**config.mk**
```make
export PLATFORM = sky130hd
export DESIGN_NAME = seven_segment_serial_frame_tx_flat
export DESIGN_NICKNAME = d
export VERILOG_FILES = /design/src/rtl/ssft_pkg.sv /design/src/rtl/ssft_in_if.sv /design/src/rtl/ssft_out_if.sv /design/src/rtl/ssft_cfg_if.sv /design/src/rtl/ssft_seq.sv /design/src/rtl/seven_segment_serial_frame_tx.sv /design/src/flat_wrapper.sv
export SDC_FILE = /design/constraint.sdc
export NUM_CORES = 1
export LEC_CHECK = 0
export ABC_AREA = 1
export BUFFER_PORTS_ARGS = -buffer_cell sky130_fd_sc_hd__buf_2
export CORE_MARGIN = 3
export CORE_UTILIZATION = 30
export DETAILED_ROUTE_END_ITERATION = 7
export PLACE_DENSITY = 0.51
export REMOVE_ABC_BUFFERS = 1
export SLEW_MARGIN = 20
export SYNTH_ARGS = -nofsm -noshare
export SYNTH_HDL_FRONTEND = slang
export SYNTH_SLANG_ARGS = --single-unit
export TNS_END_PERCENT = 10
```
**constraint.sdc**
```tcl
create_clock -name clk -period 2.5 [get_ports clk]
set_input_delay 0.25 -clock clk [delete_from_list [all_inputs] [get_ports clk]]
set_output_delay 0.25 -clock clk [all_outputs]
set_load 0.01 [all_outputs]
```
**src/rtl/ssft_pkg.sv**
```systemverilog
package ssft_pkg;

  localparam int DIGITS      = 6;
  localparam int BYTE_BITS   = 8;
  localparam int FRAME_BYTES = DIGITS + 3;

  localparam int CFG_IDX_W = 2;

  localparam logic [CFG_IDX_W-1:0] CFG_DATA_WRITE      = 2'd0;
  localparam logic [CFG_IDX_W-1:0] CFG_START_ADDRESS   = 2'd1;
  localparam logic [CFG_IDX_W-1:0] CFG_DISPLAY_CONTROL = 2'd2;

  localparam logic [7:0] CMD_DATA_WRITE_RST      = 8'h40;
  localparam logic [7:0] CMD_START_ADDRESS_RST   = 8'hC0;
  localparam logic [7:0] CMD_DISPLAY_CONTROL_RST = 8'h8F;

  typedef struct packed {
    logic       req_type;
    logic [2:0] digit_index;
    logic [7:0] digit_value;
    logic       last_digit;
  } item_t;

  typedef struct packed {
    logic [7:0] data_write;
    logic [7:0] start_address;
    logic [7:0] display_control;
  } cmd_t;

  typedef struct packed {
    logic clk_level;
    logic data_level;
    logic busy_res;
  } pins_t;

endpackage

```
**src/rtl/ssft_in_if.sv**
```systemverilog
interface ssft_in_if;
  logic       valid;
  logic       ready;
  logic       req_type;
  logic [2:0] digit_index;
  logic [7:0] digit_value;
  logic       last_digit;

  modport source (output valid, req_type, digit_index, digit_value, last_digit,
                  input ready);
  modport sink   (input valid, req_type, digit_index, digit_value, last_digit,
                  output ready);
endinterface

```
**src/rtl/ssft_out_if.sv**
```systemverilog
interface ssft_out_if;
  logic valid;
  logic ready;
  logic clk_level;
  logic data_level;
  logic busy_res;

  modport source (output valid, clk_level, data_level, busy_res, input ready);
  modport sink   (input valid, clk_level, data_level, busy_res, output ready);
endinterface

```
**src/rtl/ssft_cfg_if.sv**
```systemverilog
interface ssft_cfg_if;
  logic                          valid;
  logic                          ready;
  logic [ssft_pkg::CFG_IDX_W-1:0] index;
  logic [7:0]                    data;

  modport source (output valid, index, data, input ready);
  modport sink   (input valid, index, data, output ready);
endinterface

```
**src/rtl/ssft_seq.sv**
```systemverilog
module ssft_seq (
  input  logic            clk,
  input  logic            rst_n,
  input  logic            step_en,
  input  ssft_pkg::item_t item,
  input  ssft_pkg::cmd_t  cmds,
  output ssft_pkg::pins_t res_nxt
);
  import ssft_pkg::*;

  localparam logic [3:0] PH_START     = 4'd0;
  localparam logic [3:0] PH_IDLE      = 4'd1;
  localparam logic [3:0] PH_SB_BEGIN  = 4'd2;
  localparam logic [3:0] PH_SB_END    = 4'd3;
  localparam logic [3:0] PH_BIT_OUT   = 4'd4;
  localparam logic [3:0] PH_BIT_CLK   = 4'd5;
  localparam logic [3:0] PH_BIT_NEXT  = 4'd6;
  localparam logic [3:0] PH_DATA_END  = 4'd7;
  localparam logic [3:0] PH_ACK_LOW   = 4'd8;
  localparam logic [3:0] PH_ACK_HIGH  = 4'd9;
  localparam logic [3:0] PH_ACK_END   = 4'd10;
  localparam logic [3:0] PH_SP_BEGIN  = 4'd11;
  localparam logic [3:0] PH_SP_END    = 4'd12;
  localparam logic [3:0] PH_NEXT_BYTE = 4'd13;
  localparam logic [3:0] PH_STOP      = 4'd14;

  logic [3:0] phase_r, phase_nxt;
  logic [3:0] bit_cnt_r, bit_cnt_nxt;
  logic [3:0] byte_cnt_r, byte_cnt_nxt;
  logic       pending_r, pending_nxt;
  logic       clk_pin_r, clk_pin_nxt;
  logic       data_pin_r, data_pin_nxt;
  logic [7:0] store_r   [DIGITS];
  logic [7:0] store_nxt [DIGITS];

  logic [7:0] slot_byte;
  logic       slot_start;
  logic       slot_stop;

  // byte, start and stop flags of the current frame slot
  always_comb begin
    slot_byte = 8'h00;
    if (byte_cnt_r == 4'd0) begin
      slot_byte = cmds.data_write;
    end else if (byte_cnt_r == 4'd1) begin
      slot_byte = cmds.start_address;
    end else if (byte_cnt_r == 4'(DIGITS + 2)) begin
      slot_byte = cmds.display_control;
    end
    for (int i = 0; i < DIGITS; i++) begin
      if (byte_cnt_r == 4'(i + 2)) begin
        slot_byte = store_r[i];
      end
    end
    slot_start = (byte_cnt_r == 4'd1) || (byte_cnt_r == 4'(DIGITS + 2));
    slot_stop  = (byte_cnt_r == 4'd0) || (byte_cnt_r == 4'(DIGITS + 1)) ||
                 (byte_cnt_r == 4'(DIGITS + 2));
  end

  always_comb begin
    phase_nxt    = phase_r;
    bit_cnt_nxt  = bit_cnt_r;
    byte_cnt_nxt = byte_cnt_r;
    pending_nxt  = pending_r;
    clk_pin_nxt  = clk_pin_r;
    data_pin_nxt = data_pin_r;
    for (int i = 0; i < DIGITS; i++) begin
      store_nxt[i] = store_r[i];
    end

    if (item.req_type) begin
      // load: pins and phase hold
      for (int i = 0; i < DIGITS; i++) begin
        if (item.digit_index == 3'(i)) begin
          store_nxt[i] = item.digit_value;
        end
      end
      if (item.last_digit) begin
        pending_nxt = 1'b1;
      end
    end else begin
      unique case (phase_r)
        PH_IDLE: begin
          if (pending_r) begin
            clk_pin_nxt  = 1'b0;
            data_pin_nxt = 1'b0;
            phase_nxt    = PH_SB_BEGIN;
          end
        end
        PH_SB_BEGIN: begin
          if (slot_start) begin
            clk_pin_nxt  = 1'b1;
            data_pin_nxt = 1'b1;
            phase_nxt    = PH_SB_END;
          end else begin
            clk_pin_nxt  = 1'b0;
            data_pin_nxt = 1'b0;
            phase_nxt    = PH_BIT_OUT;
          end
        end
        PH_SB_END: begin
          clk_pin_nxt  = 1'b0;
          data_pin_nxt = 1'b0;
          phase_nxt    = PH_BIT_OUT;
        end
        PH_BIT_OUT: begin
          clk_pin_nxt  = 1'b0;
          data_pin_nxt = bit_cnt_r[3] ? 1'b0 : slot_byte[bit_cnt_r[2:0]];
          phase_nxt    = PH_BIT_CLK;
        end
        PH_BIT_CLK: begin
          clk_pin_nxt = 1'b1;
          phase_nxt   = PH_BIT_NEXT;
        end
        PH_BIT_NEXT: begin
          bit_cnt_nxt = bit_cnt_r + 4'd1;
          if (bit_cnt_nxt >= 4'(BYTE_BITS)) begin
            clk_pin_nxt = 1'b0;
            phase_nxt   = PH_DATA_END;
          end else begin
            phase_nxt = PH_BIT_OUT;
          end
        end
        PH_DATA_END: begin
          data_pin_nxt = 1'b0;
          phase_nxt    = PH_ACK_LOW;
        end
        PH_ACK_LOW: begin
          clk_pin_nxt = 1'b0;
          phase_nxt   = PH_ACK_HIGH;
        end
        PH_ACK_HIGH: begin
          clk_pin_nxt = 1'b1;
          phase_nxt   = PH_ACK_END;
        end
        PH_ACK_END: begin
          clk_pin_nxt = 1'b0;
          phase_nxt   = PH_SP_BEGIN;
        end
        PH_SP_BEGIN: begin
          if (slot_stop) begin
            data_pin_nxt = 1'b1;
            phase_nxt    = PH_SP_END;
          end else begin
            phase_nxt = PH_NEXT_BYTE;
          end
        end
        PH_SP_END: begin
          data_pin_nxt = 1'b0;
          phase_nxt    = PH_NEXT_BYTE;
        end
        PH_NEXT_BYTE: begin
          byte_cnt_nxt = byte_cnt_r + 4'd1;
          bit_cnt_nxt  = 4'd0;
          phase_nxt    = (byte_cnt_nxt >= 4'(FRAME_BYTES)) ? PH_STOP : PH_SB_BEGIN;
        end
        PH_STOP: begin
          clk_pin_nxt  = 1'b1;
          data_pin_nxt = 1'b1;
          phase_nxt    = PH_START;
        end
        default: begin
          // start phase and the unused code: wipe the frame
          for (int i = 0; i < DIGITS; i++) begin
            store_nxt[i] = 8'h00;
          end
          bit_cnt_nxt  = 4'd0;
          byte_cnt_nxt = 4'd0;
          pending_nxt  = 1'b0;
          clk_pin_nxt  = 1'b1;
          data_pin_nxt = 1'b1;
          phase_nxt    = PH_IDLE;
        end
      endcase
    end

    res_nxt.clk_level  = clk_pin_nxt;
    res_nxt.data_level = data_pin_nxt;
    res_nxt.busy_res   = (phase_nxt != PH_IDLE);
  end

  always_ff @(posedge clk) begin
    if (!rst_n) begin
      phase_r    <= PH_START;
      bit_cnt_r  <= 4'd0;
      byte_cnt_r <= 4'd0;
      pending_r  <= 1'b0;
      clk_pin_r  <= 1'b1;
      data_pin_r <= 1'b1;
      for (int i = 0; i < DIGITS; i++) begin
        store_r[i] <= 8'h00;
      end
    end else if (step_en) begin
      phase_r    <= phase_nxt;
      bit_cnt_r  <= bit_cnt_nxt;
      byte_cnt_r <= byte_cnt_nxt;
      pending_r  <= pending_nxt;
      clk_pin_r  <= clk_pin_nxt;
      data_pin_r <= data_pin_nxt;
      for (int i = 0; i < DIGITS; i++) begin
        store_r[i] <= store_nxt[i];
      end
    end
  end

endmodule

```
**src/rtl/seven_segment_serial_frame_tx.sv**
```systemverilog
// Channel   | Dir | Payload                                          | Accepted when
// in_chan   | in  | req_type, digit_index, digit_value, last_digit   | valid & ready
// out_chan  | out | clk_level, data_level, busy_res                  | valid & ready
// cfg_chan  | in  | index (0 data write, 1 address, 2 display), data | valid & ready
//
// One item a cycle while results are taken: the sequencer step and next pin levels are worked
// out combinationally into the result register; each result is valid in the next cycle.
// in_chan stays ready while the result register is empty or being drained this cycle.
// A stalled result holds the register and stops further items until it is taken.
// Reset (rst_n low, synchronous) puts the sequencer in its start phase with both pins high.
module seven_segment_serial_frame_tx (
  input logic        clk,
  input logic        rst_n,
  ssft_in_if.sink    in_chan,
  ssft_out_if.source out_chan,
  ssft_cfg_if.sink   cfg_chan
);
  import ssft_pkg::*;

  cmd_t  cmds_r;
  item_t item;
  pins_t res_nxt;
  pins_t res_r;
  logic  out_valid_r;
  logic  in_acc;
  logic  cfg_acc;

  assign in_chan.ready  = rst_n && (!out_valid_r || out_chan.ready);
  assign cfg_chan.ready = rst_n;
  assign in_acc  = in_chan.valid && in_chan.ready;
  assign cfg_acc = cfg_chan.valid && cfg_chan.ready;

  assign item.req_type    = in_chan.req_type;
  assign item.digit_index = in_chan.digit_index;
  assign item.digit_value = in_chan.digit_value;
  assign item.last_digit  = in_chan.last_digit;

  ssft_seq u_seq (
    .clk     (clk),
    .rst_n   (rst_n),
    .step_en (in_acc),
    .item    (item),
    .cmds    (cmds_r),
    .res_nxt (res_nxt)
  );

  always_ff @(posedge clk) begin
    if (!rst_n) begin
      cmds_r.data_write      <= CMD_DATA_WRITE_RST;
      cmds_r.start_address   <= CMD_START_ADDRESS_RST;
      cmds_r.display_control <= CMD_DISPLAY_CONTROL_RST;
      out_valid_r            <= 1'b0;
    end else begin
      if (cfg_acc) begin
        unique case (cfg_chan.index)
          CFG_DATA_WRITE:      cmds_r.data_write      <= cfg_chan.data;
          CFG_START_ADDRESS:   cmds_r.start_address   <= cfg_chan.data;
          CFG_DISPLAY_CONTROL: cmds_r.display_control <= cfg_chan.data;
          default: ;
        endcase
      end
      if (in_acc) begin
        out_valid_r <= 1'b1;
      end else if (out_chan.ready) begin
        out_valid_r <= 1'b0;
      end
    end
  end

  always_ff @(posedge clk) begin
    if (in_acc) begin
      res_r <= res_nxt;
    end
  end

  assign out_chan.valid      = out_valid_r;
  assign out_chan.clk_level  = res_r.clk_level;
  assign out_chan.data_level = res_r.data_level;
  assign out_chan.busy_res   = res_r.busy_res;

endmodule

```
**src/flat_wrapper.sv**
```systemverilog
// flat-port wrapper written by rule: the top's interface ports become plain ports
module seven_segment_serial_frame_tx_flat import ssft_pkg::*;
  (clk, rst_n, in_chan_valid, in_chan_req_type, in_chan_digit_index, in_chan_digit_value, in_chan_last_digit, in_chan_ready, out_chan_valid, out_chan_clk_level, out_chan_data_level, out_chan_busy_res, out_chan_ready, cfg_chan_valid, cfg_chan_index, cfg_chan_data, cfg_chan_ready);
  ssft_in_if in_chan_i ();
  ssft_out_if out_chan_i ();
  ssft_cfg_if cfg_chan_i ();
  input logic clk;
  input logic rst_n;
  input wire logic [$bits(in_chan_i.valid)-1:0] in_chan_valid;
  input wire logic [$bits(in_chan_i.req_type)-1:0] in_chan_req_type;
  input wire logic [$bits(in_chan_i.digit_index)-1:0] in_chan_digit_index;
  input wire logic [$bits(in_chan_i.digit_value)-1:0] in_chan_digit_value;
  input wire logic [$bits(in_chan_i.last_digit)-1:0] in_chan_last_digit;
  output wire logic [$bits(in_chan_i.ready)-1:0] in_chan_ready;
  output wire logic [$bits(out_chan_i.valid)-1:0] out_chan_valid;
  output wire logic [$bits(out_chan_i.clk_level)-1:0] out_chan_clk_level;
  output wire logic [$bits(out_chan_i.data_level)-1:0] out_chan_data_level;
  output wire logic [$bits(out_chan_i.busy_res)-1:0] out_chan_busy_res;
  input wire logic [$bits(out_chan_i.ready)-1:0] out_chan_ready;
  input wire logic [$bits(cfg_chan_i.valid)-1:0] cfg_chan_valid;
  input wire logic [$bits(cfg_chan_i.index)-1:0] cfg_chan_index;
  input wire logic [$bits(cfg_chan_i.data)-1:0] cfg_chan_data;
  output wire logic [$bits(cfg_chan_i.ready)-1:0] cfg_chan_ready;
  assign in_chan_i.valid = in_chan_valid;
  assign in_chan_i.req_type = in_chan_req_type;
  assign in_chan_i.digit_index = in_chan_digit_index;
  assign in_chan_i.digit_value = in_chan_digit_value;
  assign in_chan_i.last_digit = in_chan_last_digit;
  assign in_chan_ready = in_chan_i.ready;
  assign out_chan_valid = out_chan_i.valid;
  assign out_chan_clk_level = out_chan_i.clk_level;
  assign out_chan_data_level = out_chan_i.data_level;
  assign out_chan_busy_res = out_chan_i.busy_res;
  assign out_chan_i.ready = out_chan_ready;
  assign cfg_chan_i.valid = cfg_chan_valid;
  assign cfg_chan_i.index = cfg_chan_index;
  assign cfg_chan_i.data = cfg_chan_data;
  assign cfg_chan_ready = cfg_chan_i.ready;
  seven_segment_serial_frame_tx u_core (.clk(clk), .rst_n(rst_n), .in_chan(in_chan_i), .out_chan(out_chan_i), .cfg_chan(cfg_chan_i));
endmodule
```
==> results of run 1 <==
## final cells by class
cell class	instances	area [um2]	area share (%)
Multi-Input combinational cell	434	2030	37.1
Inverter	72	270	4.95
Clock inverter	6	40.0	0.733
Sequential cell	91	2340	42.8
Tap cell	184	230	4.21
Clock buffer	10	229	4.19
Timing Repair Buffer	55	330	6.04
## power by group through the flow
stage          sequential, mW  combinational [mW]  clock (mW)
2_1_floorplan            1.74               0.245           0
3_3_place_gp             1.75               0.395           0
3_5_place_dp             1.75               0.396           0
4_1_cts                  1.72               0.398        1.28
5_1_grt                  1.73               0.468        1.36
6_report                 1.72               0.406        1.25
## registers in the layout, indices dropped and copies added (netlist names)
signal                      flops
u_core.u_seq.phase_r            4
u_core.u_seq.byte_cnt_r         4
u_core.u_seq.clk_pin_r          1
u_core.out_chan.data_level      1
u_core.u_seq.pending_r          1
u_core.out_chan.busy_res        1
u_core.out_chan.valid           1
u_core.u_seq.bit_cnt_r          4
u_core.u_seq.store_r           48
u_core.out_chan.clk_level       1
u_core.u_seq.data_pin_r         1
u_core.cmds_r                  24
## cells in the mapped netlist, types with 2 or more instances
cell / instances / area (um2)
or2_2: 5 / 31.3
ha_1: 7 / 87.6
nor2_1: 100 / 375
o2111ai_1: 2 / 17.5
clkbuf_1: 8 / 30.0
nor3_1: 3 / 15.0
o21ai_0: 38 / 190
or2_0: 4 / 25.0
dfxtp_1: 40 / 801
inv_1: 55 / 206
nand3_1: 40 / 200
nand2_1: 180 / 676
buf_6: 2 / 22.5
o21ai_1: 2 / 10.0
nand4_1: 2 / 12.5
a221oi_1: 3 / 26.3
nand3b_1: 4 / 30.0
nor2_4: 2 / 22.5
a21oi_1: 17 / 85.1
edfxtp_1: 51 / 1530
a31oi_1: 6 / 37.5
buf_2: 2 / 10.0
a211oi_1: 4 / 30.0
inv_2: 16 / 60.1
## what timing repair did
item                       in CTS  in global routing
buffers inserted                0                  2
resized for setup               0                 13
setup endpoints to repair       0                  3
## how the worst max path moves through the flow
stage / start / endpoint
finish: u_core.u_seq.phase_r[3] / u_core.out_chan.busy_res
detailed placement: u_core.u_seq.byte_cnt_r[0] / u_core.out_chan.data_level
global route: u_core.u_seq.byte_cnt_r[2] / u_core.out_chan.data_level
floorplan: u_core.out_chan.valid / u_core.u_seq.store_r[4][0]
global placement: u_core.u_seq.byte_cnt_r[0] / u_core.out_chan.busy_res
CTS: u_core.u_seq.byte_cnt_r[0] / u_core.out_chan.data_level
## worst max-delay path, cell delays in order, from the launching register on
cell and delay [ns]:
dfxtp_1 0.35, inv_1 0.13, nor2_1 0.07, inv_1 0.15, nor2_1 0.08, inv_1 0.08, o21ai_0 0.11, nor2_1 0.15
o21ai_0 0.11, o21ai_1 0.16, o21ai_0 0.13, or4_1 0.47
## cells by family after synthesis
| kind of cell | count (synthesis) | synth area share, % |
|---|---|---|
| fa+ha+maj | 7 | 1.88 |
| simple gates | 343 | 30.3 |
| buf+inv | 85 | 7.29 |
| xor+xnor | 2 | 0.375 |
| flops | 91 | 50.0 |
| compound gates | 81 | 10.2 |
## layer usage
layer | global-route usage (%) | part of all wire, %
met1 | 19.8 | 48
met2 | 23.8 | 47
met3 | 3.33 | 3.5
met4 | 5.14 | 1.4
met5 | 0 | 0
## per-stage QoR
stage	cells	total power, mW	util [%]	hold slack (ns)
after CTS	849	3.40	36.4	0.119
after global placement	833	2.14	34.6	0.446
after floorplan	596	1.98	-	0.334
final	852	3.37	36.8	0.147
after detailed placement	833	2.14	34.6	0.450
after global routing	852	3.55	36.8	0.136
## layout by cell type (no fill, tap or decap), types with 4 or more instances in the layout
master	count
dfxtp_1	36
clkbuf_16	9
a31oi_1	6
dfxtp_2	4
nand3b_1	4
inv_1	52
inv_2	19
o21ai_0	37
or2_2	5
ha_1	5
nand2_1	179
buf_2	33
nand3_1	40
nor2_1	100
buf_4	22
a21oi_1	17
edfxtp_1	51
a211oi_1	4
or2_0	4
==> out/metrics.yaml, run 1 <==
finalSetupViolations: 0
start_util_pct: 31.4
rows: 44
powerDensity_mw_per_mm2: 617
r2r_slack_ns: 0.26
cts_hold_buf: 0
antenna_found_initial: 0
drtAntennaViolNets: 0
clock_latency_ns: 0.34
ys_types: 40
fmax_mhz: 447
avgSynthCellArea_um2: 7.66
ys_ff_latch: 91
pre_cts_slack_ns: 0.0916
worstHoldPathType: "in2reg"
synth_edf_count: 51
clock_power_share_pct: 37.0
ys_async_sr_fraction_pct: 0
dpl_cell_area_mm2: 0.00514
vdd_drop_max_v: 0.000460
clockBufferDepth: 2
maxCapViolCount: 0
fin_ws_ns: 0.263
seqPwrFrac_pct: 50.9
dieArea_mm2: 0.0171
synth-seq-area-share_pct: 50.0
cts-root-buf: "clkbuf_16"
fin_setup_tns_ns: 0
grt_pass1_vias: 3826
io_buffers: 33
endpoint_kind: "flop"
arrival_ns: 2.32
slew_headroom_pct: 69.9
core-area_mm2: 0.0149
drive_above_1_share_pct: 15.7
outcome: "finished, final reports clean"
ios: 34
period_minus_slack_ns: 2.24
start_kind: "flop"
via_count: 4058
grt.overflow.total: 0
hold_path.startpoint: "in_chan_valid"
grt_max_degree: 33
drv_slew: 0
drt-vias-per-instance: 4.76
drt_iter0_drc: 267
syn_inst: 609
wirelength_mm: 12.0
cts_buffers: 9
fillers: 1553
internal_power_mw: 2.49
drc: 0
first_pass_iters: 5
required_ns: 2.59
gp_congestion: 0.832
crit_type: "reg2reg"
rsz0062_at_grt: "no"
reg2reg_depth: 11
die_y_um: 131
die_w_um: 131
worstReg2RegEnd: "u_core.out_chan.busy_res"
tritoncts: "done"
antennaDiodeCount: 0
combPwrFrac_pct: 12.1
worst_slew_pin_slew_ns: 0.452
regToRegStartpoint: "u_core.u_seq.phase_r[3]"
synthFlopType: "edfxtp_1"
grt_use_total_pct: 14.8
total_leakage_power_nw: 2.51
htreeDepth: 3
dp_hpwl_mm: 8.93
clock_skew_ns: 0.00839
holdPathEnd: "u_core.out_chan.valid"
whs_path_depth: 3
routedWlPerCell_um: 14.1
postLayoutCellArea_mm2: 0.00547
fin_crit_sh_pct: 89.5
path_clk_slew_ns: 0.07
critPathMaxFanout: 5
syn-cell-area_mm2: 0.00467
fin_nets: 698
grt_pass1_wl_mm: 19.6
power_switching_mw: 0.881
hold_viol: 0
yosys_warnings: 0
clkSinkCount: 91
area.growth.synth_to_final_pct: 17.1
swShare_pct: 26.1
(Power assumes the default switching activity.)
==> run 2, diff against run 1 <==
Settings changed: ABC_AREA 1 to default, RECOVER_POWER from default to 50, SLEW_MARGIN 20 to default.
==> out/metrics.yaml, run 2 <==
worstSetupEndpoint: "u_core.out_chan.data_level"
synth-seq-area-share_pct: 48.7  # -1.3 points
fin_setup_tns_ns: 0  # unchanged
ys_async_sr_fraction_pct: 0  # unchanged
yosysTopAreaCellShare_pct: 31.9  # -0.87 points
path_clk_slew_ns: 0.07  # about the same
rsz0062_at_grt: "no"
grt_pass1_vias: 3843  # +0.44%
outcome: "finished, final reports clean"
dpl_cell_area_mm2: 0.00535  # +4.0%
routedWlPerCell_um: 16.6  # +18%
period_minus_slack_ns: 2.27  # +0.0286 ns
cts_buffers: 9  # unchanged
ys_ff_latch: 91  # unchanged
seqPwrFrac_pct: 49.9  # -1.0 points
antenna_found_initial: 0  # unchanged
synth_edf_count: 51  # unchanged
yosys_warnings: 0  # unchanged
dp_hpwl_mm: 9.46  # +6.0%
biggestRegsByFlops: "u_core.u_seq.store_r x48, u_core.cmds_r x24"
drt_iter0_drc: 333  # +25%
cts-root-buf: "clkbuf_16"
area.growth.synth_to_final_pct: 17.9
fmax_mhz: 441  # -1.3%
reg2reg_depth: 9  # -2
final_common_cell: "nand2_1"
whs_ns: 0.140  # -0.00719 ns
cts_hold_buf: 0  # unchanged
grt.overflow.total: 0  # unchanged
swShare_pct: 24.8  # -1.3 points
r2r_slack_ns: 0.23  # -0.03 ns
hold_viol: 0  # unchanged
clockBufferDepth: 2  # unchanged
hold_path.startpoint: "cfg_chan_data[3]"
start_util_pct: 31.1  # -0.33 points
htreeDepth: 3  # unchanged
drv_slew: 0  # unchanged
rows: 45  # +2.3%
maxCapViolCount: 0  # unchanged
drtAntennaViolNets: 0  # unchanged
required_ns: 2.71  # +0.12 ns
clock_power_share_pct: 42.3  # +5.3 points
io_buffers: 33  # unchanged
combPwrFrac_pct: 7.8  # -4.3 points
clkSinkCount: 91  # unchanged
endpoint_kind: "flop"
first_pass_iters: 4  # -1
cts_setup_buffers: 0  # unchanged
grt_max_degree: 30  # -9.1%
grt_pass1_wl_mm: 21.0  # +6.9%
critical_path.startpoint: "u_core.u_seq.byte_cnt_r[0]"
gp_congestion: 0.828  # -0.56%
grt_use_total_pct: 15.1  # +0.26 points
drive_above_1_share_pct: 16.1  # +0.36 points
antennaDiodeCount: 0  # unchanged
avgSynthCellArea_um2: 9.24  # +21%
powerDensity_mw_per_mm2: 604  # -2.2%
fin_crit_sh_pct: 90.6  # +1.1 points
ios: 34  # unchanged
dieArea_mm2: 0.0175  # +2.6%
critPathMaxFanout: 14  # +9
clock_latency_ns: 0.35  # about the same
clock_skew_ns: 0.00959  # +0.00119 ns
regToRegStartpoint: "u_core.u_seq.byte_cnt_r[0]"
synthFlopType: "edfxtp_1"
wirelength_mm: 12.9  # +7.4%
syn-cell-area_mm2: 0.00479  # +2.7%
worstHoldPathType: "in2reg"
drt-vias-per-instance: 5.03  # +5.7%
syn_inst: 519  # -15%
final_cell_mix: "nand2_1 (77), edfxtp_1 (51), dfxtp_1 (40)"
internal_power_mw: 2.57  # +3.0%
postLayoutCellArea_mm2: 0.00565  # +3.4%
synth.most_common_cell: "nand2_1"
slew_headroom_pct: 49.8  # -20 points
synth.area.top_cells: "edfxtp_1 (32%), dfxtp_1 (17%), nand2_1 (6.0%)"
worstReg2RegEnd: "u_core.out_chan.data_level"
total_leakage_power_nw: 2.09  # -17%
arrival_ns: 2.47  # +0.15 ns
drc: 0  # unchanged
finalSetupViolations: 0  # unchanged
ys_types: 67  # +68%
die_y_um: 132  # +1.3%
worst_slew_pin_slew_ns: 0.754  # +0.302 ns
vdd_drop_max_v: 0.000313  # -32%
synth_commonest_cells: "nand2_1 (77), edfxtp_1 (51), dfxtp_1 (40), clkbuf_1 (29), nor2_1 (28)"
power_switching_mw: 0.845  # -4.0%
via_count: 3912  # -3.6%
regMostFlops: "u_core.u_seq.store_r"
largest_reg_flops: 48  # unchanged
total_power_mw: 3.41  # +1.2%
start_kind: "flop"
tritoncts: "done"
fin_nets: 596  # -15%
yosys.area.top_type: "edfxtp_1"
core-area_mm2: 0.0154  # +3.8%
die_w_um: 132  # +1.3%
crit_type: "reg2reg"
-- run 2: what timing repair did --
action,4_1_cts,5_1_grt
resized for setup,0,6
hold endpoints to repair,0,0
setup endpoints to repair,0,5
-- run 2: cells by family (layout without fill, tap and decap cells) --
group | after synthesis | in the layout | share of synthesized area, %
compound gates | 133 | 133 | 19.0
mux | 3 | 3 | 0.887
flops | 91 | 91 | 48.7
buf+inv | 61 | 108 | 5.19
xor+xnor | 6 | 6 | 1.10
fa+ha+maj | 7 | 7 | 1.83
simple gates | 218 | 218 | 23.3
-- run 2: worst max-delay path: stages, from the launching register on --
cell       delay (ns)
dfxtp_1          0.39
inv_1            0.10
ha_1             0.25
buf_4            0.20
nor2b_1          0.13
a2111oi_0        0.41
o21ai_0          0.13
o2bb2ai_1        0.24
a211oi_2         0.11
nor3_2           0.15
-- run 2: worst min path at each step --
stage | end | slack, ns | cells past startpoint
after global routing | u_core.cmds_r[3] | 0.14 | 3
after floorplan | u_core.cmds_r[0] | 0.32 | 1
after CTS | u_core.cmds_r[0] | 0.13 | 3
after global placement | u_core.cmds_r[18] | 0.45 | 2
after detailed placement | u_core.cmds_r[18] | 0.46 | 2
final | u_core.cmds_r[3] | 0.14 | 3
-- run 2: power by group through the flow --
stage	Combinational, mW	Sequential [mW]	Clock (mW)
2_1_floorplan	0.139	1.73	0
3_3_place_gp	0.269	1.74	0
3_5_place_dp	0.274	1.74	0
4_1_cts	0.275	1.70	1.48
5_1_grt	0.300	1.71	1.53
6_report	0.267	1.70	1.44
-- run 2: cell type report --
class                           instances  area, um2
Timing Repair Buffer                   70        434
Tap cell                              211        264
Multi-Input combinational cell        367       2230
Sequential cell                        91       2330
Clock buffer                            9        225
Inverter                               22       82.6
Clock inverter                          7       88.8
Fill cell                            1586       9770
-- run 2: routing by layer --
layer	up-vias	track usage, %	wire (um)
li1	1953	-	-
met4	0	5.60	235
met5	-	0	0
met1	1845	21.5	6370
met2	94	22.8	5800
met3	20	2.90	491
-- run 2: per-stage QoR --
stage	cells	utilization [%]	setup slack (ns)
3_3_place_gp	761	34.7	0.0844
2_1_floorplan	480	-	0.126
5_1_grt	777	36.6	0.0239
3_5_place_dp	761	34.7	0.0580
6_report	777	36.6	0.234
4_1_cts	777	36.7	0.0500
==> run 3, diff against run 2 <==
Settings changed: PLACE_DENSITY 0.51 to 0.52.
==> out/metrics.yaml, run 3 (same netlist as run 2, synthesis figures left out) <==
drtAntennaViolNets: 0  # unchanged
reg2reg_depth: 9  # unchanged
fin_crit_sh_pct: 95.3  # +4.7 points
cts-root-buf: "clkbuf_16"
hold_viol: 0  # unchanged
routedWlPerCell_um: 16.0  # -3.9%
biggestRegsByFlops: "u_core.u_seq.store_r x48, u_core.cmds_r x24"
dieArea_mm2: 0.0175  # unchanged
multiInputGateArea_mm2: 0.00223  # +0.34%
worstReg2RegEnd: "u_core.out_chan.data_level"
grt_use_total_pct: 14.5  # -0.63 points
drt_iter0_drc: 296  # -11%
fin_nets: 596  # unchanged
ios: 34  # unchanged
slew_headroom_pct: 23.4  # -26 points
start_util_pct: 31.1  # unchanged
drive_above_1_share_pct: 16.1  # unchanged
io_buffers: 33  # unchanged
path_clk_slew_ns: 0.07  # about the same
final_cell_mix: "nand2_1 (77), edfxtp_1 (51), dfxtp_1 (39)"
dpl_cell_area_mm2: 0.00535  # unchanged
rows: 45  # unchanged
worstSetupEndpoint: "u_core.out_chan.data_level"
path_depth: 9  # unchanged
total_power_mw: 3.29  # -3.5%
utilization_pct: 36.5  # -0.13 points
final-seq-area_mm2: 0.00233  # about the same
worstHoldPathType: "in2reg"
powerDensity_mw_per_mm2: 585  # -3.1%
via_count: 3882  # -0.77%
tritoncts: "done"
critical_path.startpoint: "u_core.u_seq.byte_cnt_r[0]"
arrival_ns: 2.58  # +0.11 ns
regToRegStartpoint: "u_core.u_seq.byte_cnt_r[0]"
vdd_drop_max_v: 0.000314  # +0.25%
first_pass_iters: 7  # +3
total_leakage_power_nw: 2.08  # -0.28%
critical-path-top-delay-family: "compound AO/OA/AOI/OAI gates"
htreeDepth: 3  # unchanged
crit_buf_inv: 2  # unchanged
antenna_found_initial: 0  # unchanged
endpoint_kind: "flop"
postLayoutCellArea_mm2: 0.00563  # -0.35%
crit_type: "reg2reg"
rsz0062_at_grt: "no"
antennaDiodeCount: 0  # unchanged
whs_ns: 0.137  # -0.00272 ns
fmax_mhz: 420  # -4.9%
outcome: "finished, final reports clean"
drc: 0  # unchanged
pre_cts_slack_ns: 0.0253  # -0.0326 ns
r2r_slack_ns: 0.12  # -0.12 ns
regMostFlops: "u_core.u_seq.store_r"
die_w_um: 132  # unchanged
dp.cells: 761  # unchanged
grt_pass1_vias: 3825  # -0.47%
maxCapViolCount: 0  # unchanged
crit_path_top_delay_cell: "a2111oi_1"
critPathMaxFanout: 15  # +1
grt_max_degree: 32  # +6.7%
fillers: 1590  # +0.25%
period_minus_slack_ns: 2.38  # +0.118 ns
die_y_um: 132  # unchanged
worst_slew_pin_slew_ns: 1.15  # +0.395 ns
gp_congestion: 0.866  # +4.7%
area.growth.synth_to_final_pct: 17.5
drt-vias-per-instance: 5.00  # -0.77%
clock_skew_ns: 0.00764  # -0.00194 ns
max_stage_delay_ns: 0.43  # +0.02 ns
final_common_cell: "nand2_1"
grt_pass1_wl_mm: 20.5  # -2.3%
stdcell_count: 777  # unchanged
drv_slew: 0  # unchanged
core-area_mm2: 0.0154  # unchanged
required_ns: 2.70  # about the same
clockBufferDepth: 2  # unchanged
largest_reg_flops: 48  # unchanged
grt.overflow.total: 0  # unchanged
path_cells: "inv_1 > ha_1 > buf_4 > nor2b_1 > a2111oi_1 > o21ai_0 > o2bb2ai_1 > a211oi_2 > nor3_2"
dp_hpwl_mm: 9.21  # -2.6%
cts_hold_buf: 0  # unchanged
fin_setup_tns_ns: 0  # unchanged
wirelength_mm: 12.4  # -3.9%
finalSetupViolations: 0  # unchanged
start_kind: "flop"
cts_buffers: 9  # unchanged
clock_latency_ns: 0.35  # about the same
clkSinkCount: 91  # unchanged
fin_ws_ns: 0.116  # -0.118 ns
-- run 3: per-layer routing --
| layer | routed length, um | up-vias | GRT usage [%] | part of all wire (%) |
|---|---|---|---|---|
| li1 | - | 1953 | - | - |
| met1 | 6270 | 1808 | 21.0 | 51 |
| met2 | 5330 | 100 | 21.3 | 43 |
| met3 | 501 | 21 | 2.52 | 4.0 |
| met4 | 297 | 0 | 5.77 | 2.4 |
| met5 | 0 | - | 0 | 0 |
-- run 3: worst reg2reg max path, cell delays in order, from the launching register on --
cell and delay, ns:
dfxtp_1 0.39, inv_1 0.10, ha_1 0.30, buf_4 0.22, nor2b_1 0.14, a2111oi_1 0.43, o21ai_0 0.14, o2bb2ai_1 0.26
a211oi_2 0.11, nor3_2 0.16
-- run 3: repair_timing --
action,in CTS,in global routing
endpoints found under the hold margin,0,0
setup endpoints to repair,0,3
gates resized for setup,0,10
setup buffers,0,0
-- run 3: power by group --
group          internal (mW)  switching, mW
sequential              1.66         0.0374
combinational          0.103          0.165
clock                  0.699          0.626
-- run 3: layout make-up --
cell class	instances	area share, %
clock buffers	9	4.00
clock inverters	7	1.16
inverters	22	1.47
multi-input cells	367	39.6
flip-flops and latches	91	41.4
well taps	211	4.69
repair buffers	70	7.62
-- run 3: worst min path at each step --
stage	start	end	slack (ns)	cells after the start
global placement	u_core.cmds_r[23]	u_core.cmds_r[23]	0.45	2
detailed placement	u_core.cmds_r[20]	u_core.cmds_r[20]	0.46	2
CTS	in_chan_last_digit	u_core.u_seq.pending_r	0.13	3
floorplan	rst_n	u_core.cmds_r[0]	0.32	1
finish	in_chan_last_digit	u_core.u_seq.pending_r	0.14	3
global route	in_chan_last_digit	u_core.u_seq.pending_r	0.15	3
